$ cat src/hw/rtl/smc_pkg.sv
// smc_pkg: shared widths, limits and register indexes for the substring
// match counter. No dependencies.
`timescale 1ns / 1ps

package smc_pkg;

  // longest string position that is reported; start positions saturate here
  localparam int unsigned MAX_LENGTH = 65535;

  localparam int unsigned BYTE_W     = 8;
  localparam int unsigned NBYTES_W   = 64;
  localparam int unsigned NLEN_W     = 4;
  localparam int unsigned COUNT_W    = 17;
  localparam int unsigned INDEX_W    = 16;
  localparam int unsigned IN_TDATA_W = 8;
  localparam int unsigned OUT_TDATA_W = 56;
  localparam int unsigned CFG_IDX_W  = 1;

  typedef enum logic [CFG_IDX_W-1:0] {
    REG_NEEDLE_BYTES  = 1'b0,
    REG_NEEDLE_LENGTH = 1'b1
  } cfg_reg_t;

endpackage

$ cat src/hw/rtl/substring_match_counter_top.sv
// substring_match_counter_top: streams haystack bytes against a configured
// needle and reports matches, count and first/last start positions.
// Depends on smc_pkg.
`timescale 1ns / 1ps

// channel  | dir | beat contents
// ---------+-----+------------------------------------------------------------
// in_      | in  | tdata: data_byte; tuser: has_byte; tlast: end_of_string
// out_     | out | tdata: match flags, count, found, first/last; tlast: final_res
// cfg_     | in  | single-cycle register write, index 0 needle bytes, 1 length
//
// One beat per cycle sustained while the output is not stalled; a beat's result
// passes through the input register, then the result register, to the output. All
// per-string state is updated as a beat moves from the input register to the
// result register, so consecutive beats see each other's effects with no bubble.
// A stalled output holds the result register and backs up into the input register;
// reset is synchronous and clears the needle to length one and all string state.

module substring_match_counter_top #(
  parameter int unsigned MAX_NEEDLE = 8
) (
  input  logic                                clk,
  input  logic                                rst_n,
  // configuration
  input  logic                                cfg_we,
  input  logic [smc_pkg::CFG_IDX_W-1:0]       cfg_index,
  input  logic [smc_pkg::NBYTES_W-1:0]        cfg_wdata,
  // input stream
  input  logic                                in_tvalid,
  output logic                                in_tready,
  input  logic [smc_pkg::IN_TDATA_W-1:0]      in_tdata,   // [7:0] data_byte
  input  logic                                in_tuser,   // has_byte
  input  logic                                in_tlast,   // end_of_string
  // result stream
  output logic                                out_tvalid,
  input  logic                                out_tready,
  // [0] here flag, [1] counted flag, [18:2] count, [19] found,
  // [35:20] first_index, [51:36] last_index, [55:52] zero
  output logic [smc_pkg::OUT_TDATA_W-1:0]     out_tdata,
  output logic                                out_tlast   // final_res
);

  localparam int unsigned WIN_D = (MAX_NEEDLE > 1) ? MAX_NEEDLE - 1 : 1;
  localparam int unsigned POS_W = $clog2(smc_pkg::MAX_LENGTH + MAX_NEEDLE + 1);
  localparam logic [POS_W-1:0] POS_MAX = POS_W'(smc_pkg::MAX_LENGTH + MAX_NEEDLE);
  localparam logic [POS_W-1:0] POS_LIM = POS_W'(smc_pkg::MAX_LENGTH);
  localparam logic [smc_pkg::COUNT_W-1:0] CNT_MAX =
    smc_pkg::COUNT_W'(smc_pkg::MAX_LENGTH + 1);
  localparam logic [smc_pkg::NLEN_W-1:0] LEN_MAX = smc_pkg::NLEN_W'(MAX_NEEDLE);

  // configuration registers
  logic [smc_pkg::NBYTES_W-1:0] needle_r;
  logic [smc_pkg::NLEN_W-1:0]   nlen_r;

  // input register
  logic                         s1_valid_r;
  logic [smc_pkg::BYTE_W-1:0]   s1_byte_r;
  logic                         s1_has_r;
  logic                         s1_last_r;

  // per-string state
  logic [smc_pkg::BYTE_W-1:0]   win_r [WIN_D];
  logic [POS_W-1:0]             pos_r;
  logic [smc_pkg::COUNT_W-1:0]  cnt_r;
  logic [smc_pkg::INDEX_W-1:0]  first_r;
  logic [smc_pkg::INDEX_W-1:0]  last_r;
  logic                         found_r;
  logic [smc_pkg::NLEN_W-1:0]   ovl_r;

  // result register
  logic                           out_valid_r;
  logic [smc_pkg::OUT_TDATA_W-1:0] out_data_r;
  logic                           out_last_r;

  logic adv1;
  logic item_go;

  assign adv1      = !out_valid_r || out_tready;
  assign item_go   = s1_valid_r && adv1;
  assign in_tready = !s1_valid_r || adv1;

  assign out_tvalid = out_valid_r;
  assign out_tdata  = out_data_r;
  assign out_tlast  = out_last_r;

  // match datapath
  logic [smc_pkg::NLEN_W-1:0]   len_c;
  logic [smc_pkg::BYTE_W-1:0]   hay_c [MAX_NEEDLE];
  logic                         cmp_ok;
  logic                         here_c;
  logic                         counted_c;
  logic [POS_W-1:0]             start_c;
  logic [smc_pkg::INDEX_W-1:0]  start_sat_c;
  logic [POS_W-1:0]             pos_nxt;
  logic [smc_pkg::COUNT_W-1:0]  cnt_nxt;
  logic [smc_pkg::INDEX_W-1:0]  first_nxt;
  logic [smc_pkg::INDEX_W-1:0]  last_nxt;
  logic                         found_nxt;
  logic [smc_pkg::NLEN_W-1:0]   ovl_nxt;
  logic [smc_pkg::INDEX_W-1:0]  seen_c;
  logic [smc_pkg::COUNT_W-1:0]  count_out_c;
  logic                         found_out_c;
  logic [smc_pkg::INDEX_W-1:0]  first_out_c;
  logic [smc_pkg::INDEX_W-1:0]  last_out_c;

  assign len_c = (nlen_r > LEN_MAX) ? LEN_MAX : nlen_r;

  always_comb begin
    hay_c[0] = s1_byte_r;
    for (int k = 1; k < MAX_NEEDLE; k++) begin
      hay_c[k] = win_r[k-1];
    end
  end

  // byte k back from the current one faces needle byte len-1-k
  always_comb begin
    logic [2:0] nidx;
    cmp_ok = 1'b1;
    for (int k = 0; k < MAX_NEEDLE; k++) begin
      nidx = 3'(len_c - smc_pkg::NLEN_W'(k) - smc_pkg::NLEN_W'(1));
      if (smc_pkg::NLEN_W'(k) < len_c &&
          hay_c[k] != needle_r[{nidx, 3'b000} +: smc_pkg::BYTE_W]) begin
        cmp_ok = 1'b0;
      end
    end
  end

  assign here_c = s1_has_r && (len_c != '0) &&
                  ({1'b0, pos_r} + (POS_W+1)'(1) >= (POS_W+1)'(len_c)) && cmp_ok;

  assign start_c     = pos_r - POS_W'(len_c - smc_pkg::NLEN_W'(1));
  assign start_sat_c = (start_c > POS_LIM) ? smc_pkg::INDEX_W'(smc_pkg::MAX_LENGTH)
                                           : start_c[smc_pkg::INDEX_W-1:0];

  always_comb begin
    counted_c = 1'b0;
    cnt_nxt   = cnt_r;
    ovl_nxt   = ovl_r;
    first_nxt = first_r;
    last_nxt  = last_r;
    found_nxt = found_r;
    pos_nxt   = pos_r;
    if (s1_has_r) begin
      if (here_c) begin
        if (!found_r) begin
          first_nxt = start_sat_c;
        end
        last_nxt  = start_sat_c;
        found_nxt = 1'b1;
      end
      // greedy non-overlap: skip matches that end inside the last counted one
      if (ovl_r != '0) begin
        ovl_nxt = ovl_r - smc_pkg::NLEN_W'(1);
      end else if (here_c) begin
        counted_c = 1'b1;
        if (cnt_r < CNT_MAX) begin
          cnt_nxt = cnt_r + smc_pkg::COUNT_W'(1);
        end
        ovl_nxt = len_c - smc_pkg::NLEN_W'(1);
      end
      if (pos_r < POS_MAX) begin
        pos_nxt = pos_r + POS_W'(1);
      end
    end
  end

  // empty needle matches everywhere, including past the end
  assign seen_c = (pos_nxt > POS_LIM) ? smc_pkg::INDEX_W'(smc_pkg::MAX_LENGTH)
                                      : pos_nxt[smc_pkg::INDEX_W-1:0];

  always_comb begin
    if (len_c == '0) begin
      count_out_c = smc_pkg::COUNT_W'(seen_c) + smc_pkg::COUNT_W'(1);
      found_out_c = 1'b1;
      first_out_c = '0;
      last_out_c  = seen_c;
    end else begin
      count_out_c = cnt_nxt;
      found_out_c = found_nxt;
      first_out_c = first_nxt;
      last_out_c  = last_nxt;
    end
  end

  // configuration
  always_ff @(posedge clk) begin
    if (!rst_n) begin
      needle_r <= '0;
      nlen_r   <= smc_pkg::NLEN_W'(1);
    end else if (cfg_we) begin
      unique case (smc_pkg::cfg_reg_t'(cfg_index))
        smc_pkg::REG_NEEDLE_BYTES:  needle_r <= cfg_wdata;
        smc_pkg::REG_NEEDLE_LENGTH: nlen_r   <= cfg_wdata[smc_pkg::NLEN_W-1:0];
        default: ;
      endcase
    end
  end

  // input register
  always_ff @(posedge clk) begin
    if (!rst_n) begin
      s1_valid_r <= 1'b0;
    end else if (in_tready) begin
      s1_valid_r <= in_tvalid;
    end
  end

  always_ff @(posedge clk) begin
    if (in_tready && in_tvalid) begin
      s1_byte_r <= in_tdata[smc_pkg::BYTE_W-1:0];
      s1_has_r  <= in_tuser;
      s1_last_r <= in_tlast;
    end
  end

  // string state, cleared after the last beat of a string
  always_ff @(posedge clk) begin
    if (!rst_n) begin
      for (int i = 0; i < WIN_D; i++) begin
        win_r[i] <= '0;
      end
      pos_r   <= '0;
      cnt_r   <= '0;
      first_r <= '0;
      last_r  <= '0;
      found_r <= 1'b0;
      ovl_r   <= '0;
    end else if (item_go) begin
      if (s1_last_r) begin
        for (int i = 0; i < WIN_D; i++) begin
          win_r[i] <= '0;
        end
        pos_r   <= '0;
        cnt_r   <= '0;
        first_r <= '0;
        last_r  <= '0;
        found_r <= 1'b0;
        ovl_r   <= '0;
      end else begin
        if (s1_has_r) begin
          win_r[0] <= s1_byte_r;
          for (int i = 1; i < WIN_D; i++) begin
            win_r[i] <= win_r[i-1];
          end
        end
        pos_r   <= pos_nxt;
        cnt_r   <= cnt_nxt;
        first_r <= first_nxt;
        last_r  <= last_nxt;
        found_r <= found_nxt;
        ovl_r   <= ovl_nxt;
      end
    end
  end

  // result register
  always_ff @(posedge clk) begin
    if (!rst_n) begin
      out_valid_r <= 1'b0;
    end else if (adv1) begin
      out_valid_r <= s1_valid_r;
    end
  end

  always_ff @(posedge clk) begin
    if (item_go) begin
      out_data_r <= {4'b0000, last_out_c, first_out_c, found_out_c, count_out_c,
                     counted_c, here_c};
      out_last_r <= s1_last_r;
    end
  end

`ifndef ASSERT_OFF
  // a counted match is always a match
  assert property (@(posedge clk) disable iff (!rst_n)
    out_tvalid |-> (out_tdata[0] || !out_tdata[1]))
    else $error("counted flag without match");

  // the overlap span never exceeds the needle
  assert property (@(posedge clk) disable iff (!rst_n)
    ovl_r <= LEN_MAX)
    else $error("overlap span out of range");

  // a finished string leaves clean state behind
  assert property (@(posedge clk) disable iff (!rst_n)
    (item_go && s1_last_r) |=> (pos_r == '0 && cnt_r == '0 && !found_r))
    else $error("string state not cleared");

  // state moves only with a beat
  assert property (@(posedge clk) disable iff (!rst_n)
    !item_go |=> ($stable(pos_r) && $stable(cnt_r) && $stable(ovl_r)))
    else $error("string state changed without a beat");
`endif

endmodule

$ cat config.mk
export PLATFORM = sky130hd
export DESIGN_NAME = substring_match_counter_top
export DESIGN_NICKNAME = d
export VERILOG_FILES = /design/src/hw/rtl/smc_pkg.sv /design/src/hw/rtl/substring_match_counter_top.sv
export SDC_FILE = /design/constraint.sdc
export NUM_CORES = 1
export LEC_CHECK = 0
export ABC_CLOCK_PERIOD_IN_PS = 4900
export BUFFER_PORTS_ARGS = -buffer_cell sky130_fd_sc_hd__clkbuf_2
export CORE_MARGIN = 5
export CORE_UTILIZATION = 55
export DETAILED_ROUTE_END_ITERATION = 10
export GPL_ROUTABILITY_DRIVEN = 0
export PLACE_DENSITY = 0.76
export SLEW_MARGIN = 15
export SYNTH_ARGS = -nofsm -noshare
export SYNTH_HDL_FRONTEND = slang
export SYNTH_SLANG_ARGS = --single-unit
export TNS_END_PERCENT = 10
$ cat constraint.sdc
create_clock -name clk -period 4.9 [get_ports clk]
set_clock_uncertainty 0.1 [all_clocks]
set_input_delay 1.47 -clock clk [delete_from_list [all_inputs] [get_ports clk]]
set_output_delay 1.47 -clock clk [all_outputs]
set_load 0.02 [all_outputs]
## Word-level counts from Yosys, hierarchy flattened

Memory sizes are Yosys's and may differ from the RTL's.
Index checks and enable logic that the tools add are counted.

- Flip-flop bits (word level): 204
- Bits in writable memories: 56
- Input bits: 80
- Output and inout port bits: 59
- Memories kept: 1

Memories:

| memory | words | bits a word | read ports | clocked after memory_dff | write ports | line | text |
|---|---|---|---|---|---|---|---|
| win_r | 7 | 8 | 7 | 0 | 7 | substring_match_counter_top.sv:62 | `logic [smc_pkg::BYTE_W-1:0] win_r [WIN_D];` |

- Add/subtract/negate cells: 21
- Order comparisons: 14
- Equality and inequality tests: 8
- Shifts and indexed selects: 8
- Mux-type cells: 60
- Bitwise operators: 16
- Reductions and logical operators: 26

Operator list:

| kind | count |
|---|---|
| $shiftx A64 B7 Y8 | 8 |
| $mux W16 | 10 |
| $mux W17 | 9 |
| $mux W8 | 14 |
| $ne A8 B8 Y1 | 8 |
| $add A17 B1 Y17 const B | 2 |
| $gt A17 B16 Y1 const B | 2 |
| $lt A17 B17 Y1 const B | 2 |
| $mux W1 | 22 |
| $sub A3 B1 Y3 const B | 7 |
| $mux W4 | 5 |
| $add A17 B1 Y18 const B | 1 |
| $ge A18 B4 Y1 | 1 |
| $add A16 B1 Y17 const B | 1 |
| $sub A17 B17 Y17 | 1 |
| $lt A3 B4 Y1 const A | 4 |
| $or A1 B1 Y1 | 14 |
| $logic_and A1 B1 Y1 | 13 |
| $sub A3 B3 Y3 const B | 4 |
| $lt A1 B4 Y1 const A | 2 |
| $lt A2 B4 Y1 const A | 2 |
| $reduce_bool A4 Y1 | 2 |
| $sub A4 B1 Y4 const B | 2 |
| $sub A3 B2 Y3 const B | 2 |
| 11 further kinds | 15 |

## Logic depth before layout (Yosys ltp)

- Depth after elaboration: 19
- Gate-level depth with buffers: 22
- Gate-level depth less buffers: 18

## Worst setup path after synthesis

Ideal clock, no wire load.

- Path kind: reg-to-reg
- Start: reg nlen_r[3] in the netlist's numbering
- End: reg out_data_r (netlist bit out_tdata[44]) (data pin)
- Library setup time: 0.278 ns
- Data arrival time: 4.781 ns
- Required time: 4.522 ns
- Slack: -0.260 ns
- Cell stages (with the launch flop): 22
- Path buffers: 7
- Period minus slack after synthesis: 5.160 ns
- Cell sequence: dfxtp_1 > clkbuf_1 > buf_2 > buf_1 > nor2_1 > ha_1 > inv_1 > buf_1 > nand2_1 > inv_2 > mux2i_1 > nand3_1 > mux4_2 > nor4_1 > a31oi_1 > o41ai_2 > buf_2 > nand2_2 > buf_2 > clkbuf_1 > nand3_1 > o221ai_1

- Cells in the longest elaborated chain, start to end: 18
- Elaborated cells between the ends (all ways): 69
- Those cells by class: add/sub (16); order compare (11); eq/ne (8); shift (8); mux (13); reduce/logical (13)

RTL lines:

| element | line | text |
|---|---|---|
| from (decl) | substring_match_counter_top.sv:53 | `logic [smc_pkg::NLEN_W-1:0] nlen_r;` |
| from (signal assigned) | substring_match_counter_top.sv:189 | `nlen_r <= smc_pkg::NLEN_W'(1);` |
| from (signal assigned) | substring_match_counter_top.sv:193 | `smc_pkg::REG_NEEDLE_LENGTH: nlen_r <= cfg_wdata[smc_pkg::NLEN_W-1:0];` |
| $gt A4 B4 Y1 | substring_match_counter_top.sv:106 | `assign len_c = (nlen_r > LEN_MAX) ? LEN_MAX : nlen_r;` |
| $mux W4 (*) | substring_match_counter_top.sv:106 |  |
| $sub A4 B1 Y4 | n/a |  |
| $sub A3 B1 Y3 or $shiftx A64 B7 Y8 (tied branches) | substring_match_counter_top.sv:120, substring_match_counter_top.sv:122 |  |
| $shiftx A64 B7 Y8 or $ne A8 B8 Y1 (tied branches) | substring_match_counter_top.sv:122 | `hay_c[k] != needle_r[{nidx, 3'b000} +: smc_pkg::BYTE_W]) begin` |
| $ne A8 B8 Y1 or $logic_and A1 B1 Y1 (tied branches) | substring_match_counter_top.sv:122, substring_match_counter_top.sv:121 |  |
| $logic_and A1 B1 Y1 or $mux W1 (tied branches) | substring_match_counter_top.sv:121 | `if (smc_pkg::NLEN_W'(k) < len_c &&` |
| $mux W1 (7 in series) | substring_match_counter_top.sv:121 |  |
| $logic_and A1 B1 Y1 | substring_match_counter_top.sv:129 | `({1'b0, pos_r} + (POS_W+1)'(1) >= (POS_W+1)'(len_c)) && cmp_ok;` |
| $mux W16 | substring_match_counter_top.sv:144 | `if (here_c) begin` |
| $mux W16 | substring_match_counter_top.sv:143 | `if (s1_has_r) begin` |
| $mux W16 (*) | substring_match_counter_top.sv:172 | `if (len_c == '0) begin` |
| named net last_out_c (one bit) | substring_match_counter_top.sv:104 | `logic [smc_pkg::INDEX_W-1:0] last_out_c;` |
| to (signal assigned) | substring_match_counter_top.sv:267 | `out_data_r <= {4'b0000, last_out_c, first_out_c, found_out_c, count_out_c,` |
| to (decl) | substring_match_counter_top.sv:72 | `logic [smc_pkg::OUT_TDATA_W-1:0] out_data_r;` |

The timed path passes the listed nets; every way through them passes the cells marked *.
A chain may end at the register's enable or synchronous reset.

## Worst setup path after layout

- Start: reg nlen_r[3] in the netlist's numbering
- End: reg out_data_r (netlist bit out_tdata[11]) (data pin)

- Cells in the longest elaborated chain, start to end: 19
- Elaborated cells between the ends (all ways): 66
- Those cells by class: add/sub (14); order compare (10); eq/ne (8); shift (8); mux (13); reduce/logical (13)

RTL lines:

| element | line | text |
|---|---|---|
| $gt A4 B4 Y1 | substring_match_counter_top.sv:106 |  |
| $mux W4 (*) | substring_match_counter_top.sv:106 |  |
| $sub A4 B1 Y4 | n/a |  |
| $sub A3 B1 Y3 or $shiftx A64 B7 Y8 (tied branches) | substring_match_counter_top.sv:120, substring_match_counter_top.sv:122 |  |
| $shiftx A64 B7 Y8 or $ne A8 B8 Y1 (tied branches) | substring_match_counter_top.sv:122 |  |
| $ne A8 B8 Y1 or $logic_and A1 B1 Y1 (tied branches) | substring_match_counter_top.sv:122, substring_match_counter_top.sv:121 |  |
| $logic_and A1 B1 Y1 or $mux W1 (tied branches) | substring_match_counter_top.sv:121 |  |
| $mux W1 (7 in series) | substring_match_counter_top.sv:121 |  |
| $logic_and A1 B1 Y1 | substring_match_counter_top.sv:129 |  |
| $mux W17 | substring_match_counter_top.sv:154 | `end else if (here_c) begin` |
| $mux W17 | substring_match_counter_top.sv:152 | `if (ovl_r != '0) begin` |
| $mux W17 | substring_match_counter_top.sv:143 |  |
| $mux W17 (*) | substring_match_counter_top.sv:172 |  |
| named net count_out_c (one bit) | substring_match_counter_top.sv:101 | `logic [smc_pkg::COUNT_W-1:0] count_out_c;` |

Marked as above.

==> impl_metrics.csv <==
group,metric,value,unit
placed_design,place_inst,2326,
placed_design,dpl-instance-area,18100,µm²
power,irDropWorstVdd,0.258,mV
sta,setup_ws,0.207,ns
sta,relSlewSlack,0.309,
final_layout,num_antenna_cells,0,
cts,cts_made_buffers,29,
placed_design,dp_hpwl,39000,µm
grt,grt_max_degree,90,
synth,synthTopCellsByCount,"nand2_1, dfxtp_1, mux2i_1, edfxtp_1, clkbuf_1",
final_layout,layout-drive-gt1-share,0.171,
cts,cts_tree,"built",
sta,fin_crit_sh,0.958,
cts,ctsRootBufferMaster,"clkbuf_16",
route,vias,15800,
worst_setup_path,cp_max_fo,22,
floorplan,die_x,186,µm
synth,syn-cell-area,17000,µm²
final_layout,fin_nets,2079,
final_layout,fin_area,19300,µm²
min_path,hold_path.class,"flop to flop",
placed_design,port_buffers,134,
synth,syn_area_per_cell,9.07,µm²
floorplan,rows,64,
synth,synthesis.instances,1877,
final_layout,instances_no_fill,2388,
grt,grt_pass1_wl,82300,µm
cts,clock_sinks,260,
synth,yosysSeqAreaShare,0.371,
sta,worst_slew_pin_slew,1.04,ns
route,wl_per_cell,22.3,µm
worst_setup_path,cp.required,5.20,ns
grt,antenna_found_initial,0,
route,drt_iter0_drc,1976,
grt,grt_remaining_overflow,0,
sta,holdWs,0.387,ns
run,drv_cap,0,
sta,setup_violations,0,
worst_setup_path,critPathLaunchType,"flop",
sta,fin_crit,4.69,ns
placed_design,post-place-ws,-0.0490,ns
route,avgViaCountPerCell,6.60,
worst_setup_path,endpoint_kind,"flop",
power,power_density,301,nW/µm²
grt,grt_pass1_vias,14700,
route,wirelength,53300,µm
floorplan,start_util,0.556,
cts,htreeDepth,1,
sta,setup_tns,0,ns
final_layout,synthToLayoutAreaGrowth,13.3,%
cts,clockBufferDepth,3,
synth,synth_edf_count,111,
sta,max_freq,0.213,GHz
power,p_leak,0.00788,µW
floorplan,die_h,186,µm
grt,grt_use_total,0.297,
synth,synth_top_cell_area_share,0.196,
cts,clk-insertion-delay-late,0.57,ns
sta,maxSlewViolCount,0,
final_layout,fill_cells,2530,
synth,yosys_warnings,0,
synth,synth.most_common_cell,"nand2_1",
synth,synth_largest_area_cell,"edfxtp_1",
synth,ys_async_sr_fraction,0,
worst_setup_path,criticalPathCategory,"flop to flop",
synth,ys.flop_type,"dfxtp_1",
route,dr.pass1.iters,6,
synth,yosys_register_bits,260,
worst_setup_path,arrival,4.99,ns
floorplan,floorplan.die_area,34600,µm²
cts,cts_hold_buffers,0,
cts,cts.clk_slew.worst_paths,0.07,ns
floorplan,core_area,30600,µm²
synth,netlist_top_cells_area,"edfxtp_1, dfxtp_1, mux2i_1",
route,ant_nets,0,
route,drc,0,
outcome,outcome,"completed",
synth,ys_types,89,
floorplan,io_pins,139,
sta,finalHoldViolCount,0,
==> power breakdown <==
group / internal (µW) / total (µW) / switching [µW]
combinational: 445 / 1140 / 696
clock: 1290 / 2220 / 930
sequential: 2350 / 2440 / 96.6
total: 4090 / 5810 / 1720
==> path summary, 6_finish.rpt <==
check | cells after the start | start | endpoint | slack, ns
max | 16 | nlen_r[3]$_SDFFE_PN0P_ | out_tdata[11]$_DFFE_PP_ | 0.21
max reg2reg | 16 | nlen_r[3]$_SDFFE_PN0P_ | out_tdata[11]$_DFFE_PP_ | 0.21
min | 1 | last_r[9]$_SDFFE_PN0P_ | last_r[9]$_SDFFE_PN0P_ | 0.39
min reg2reg | 1 | last_r[9]$_SDFFE_PN0P_ | last_r[9]$_SDFFE_PN0P_ | 0.39
==> timing repair <==
| item | in CTS | in global routing |
|---|---|---|
| buffers inserted | 0 | 7 |
| gates cloned | 0 | 1 |
| endpoints found under the setup margin | 29 | 102 |
| gates resized for setup | 1 | 16 |
| pin swaps | 1 | 1 |
==> cells in the final DEF, fill, tap and decap left out, types with 12 or more instances in the layout <==
master	n
and3b_1	12
clkbuf_16	31
mux4_2	15
buf_4	63
nand3_1	61
nand4_1	29
nor3_1	24
clkbuf_2	135
a22o_1	18
and3_1	70
nand2_1	257
o311a_1	14
a21oi_1	48
nor2_1	74
mux2i_1	113
edfxtp_1	111
o211ai_1	37
dfxtp_1	148
inv_1	37
xnor2_1	60
a21o_1	24
xor2_1	42
nor2b_1	29
a31oi_1	13
o21ai_0	54
o22ai_1	19
mux2_2	20
a21boi_0	75
ha_1	28
a22oi_1	38
or3_1	24
==> per-layer routing <==
metal  GRT usage  routed length (µm)  up-vias
li1            -                   -     7195
met2       0.483               24500      938
met3      0.0598                5420      232
met4       0.127                2830        0
met1       0.387               20600     7404
met5           0                   0        -
==> state kept, by name, summed over array words and instances (netlist names) <==
| signal | flops |
|---|---|
| s1_last_r | 1 |
| last_r | 16 |
| s1_valid_r | 1 |
| pos_r | 17 |
| nlen_r | 4 |
| out_tvalid | 1 |
| cnt_r | 17 |
| found_r | 1 |
| ovl_r | 4 |
| s1_byte_r | 8 |
| out_tdata | 52 |
| win_r | 56 |
| needle_r | 64 |
| out_tlast | 1 |
| first_r | 16 |
| s1_has_r | 1 |
==> worst max-delay path, stage by stage (launching register included) <==
cell,delay [ns]
dfxtp_1,0.33
buf_4,0.21
nand2b_1,0.33
buf_4,0.27
ha_1,0.38
clkinvlp_4,0.22
o32ai_1,0.36
buf_4,0.19
xor2_1,0.07
nor4_1,0.46
a31oi_1,0.19
o41ai_2,0.34
buf_4,0.26
nand4_2,0.20
buf_4,0.25
o211a_1,0.21
nor2_1,0.14
==> through the flow <==
step	total power (µW)	utilization
after CTS	5780	0.625
after detailed placement	3570	0.593
after floorplan	3210	-
after global routing	6010	0.630
after global placement	3540	0.593
final	5810	0.630
==> layout make-up <==
cell class              count  area (µm²)  share of cell area
repair buffers            203        1260              0.0655
clock buffers              40         861              0.0446
clock inverters            14         128             0.00662
inverters                  41         160             0.00830
well taps                 396         495              0.0257
flip-flops and latches    260        6320               0.328
multi-input cells        1434       10100               0.522
==> logic make-up after synthesis <==
kind of cell    count (synthesis)  synth area share
other cells                     1          0.000220
fa+ha+maj                      31            0.0231
simple gates                  662             0.195
flops                         260             0.371
buf+inv                       187            0.0455
mux                           150             0.101
xor+xnor                      104            0.0540
compound gates                482             0.210
Power figures use the tool's default switching activity.
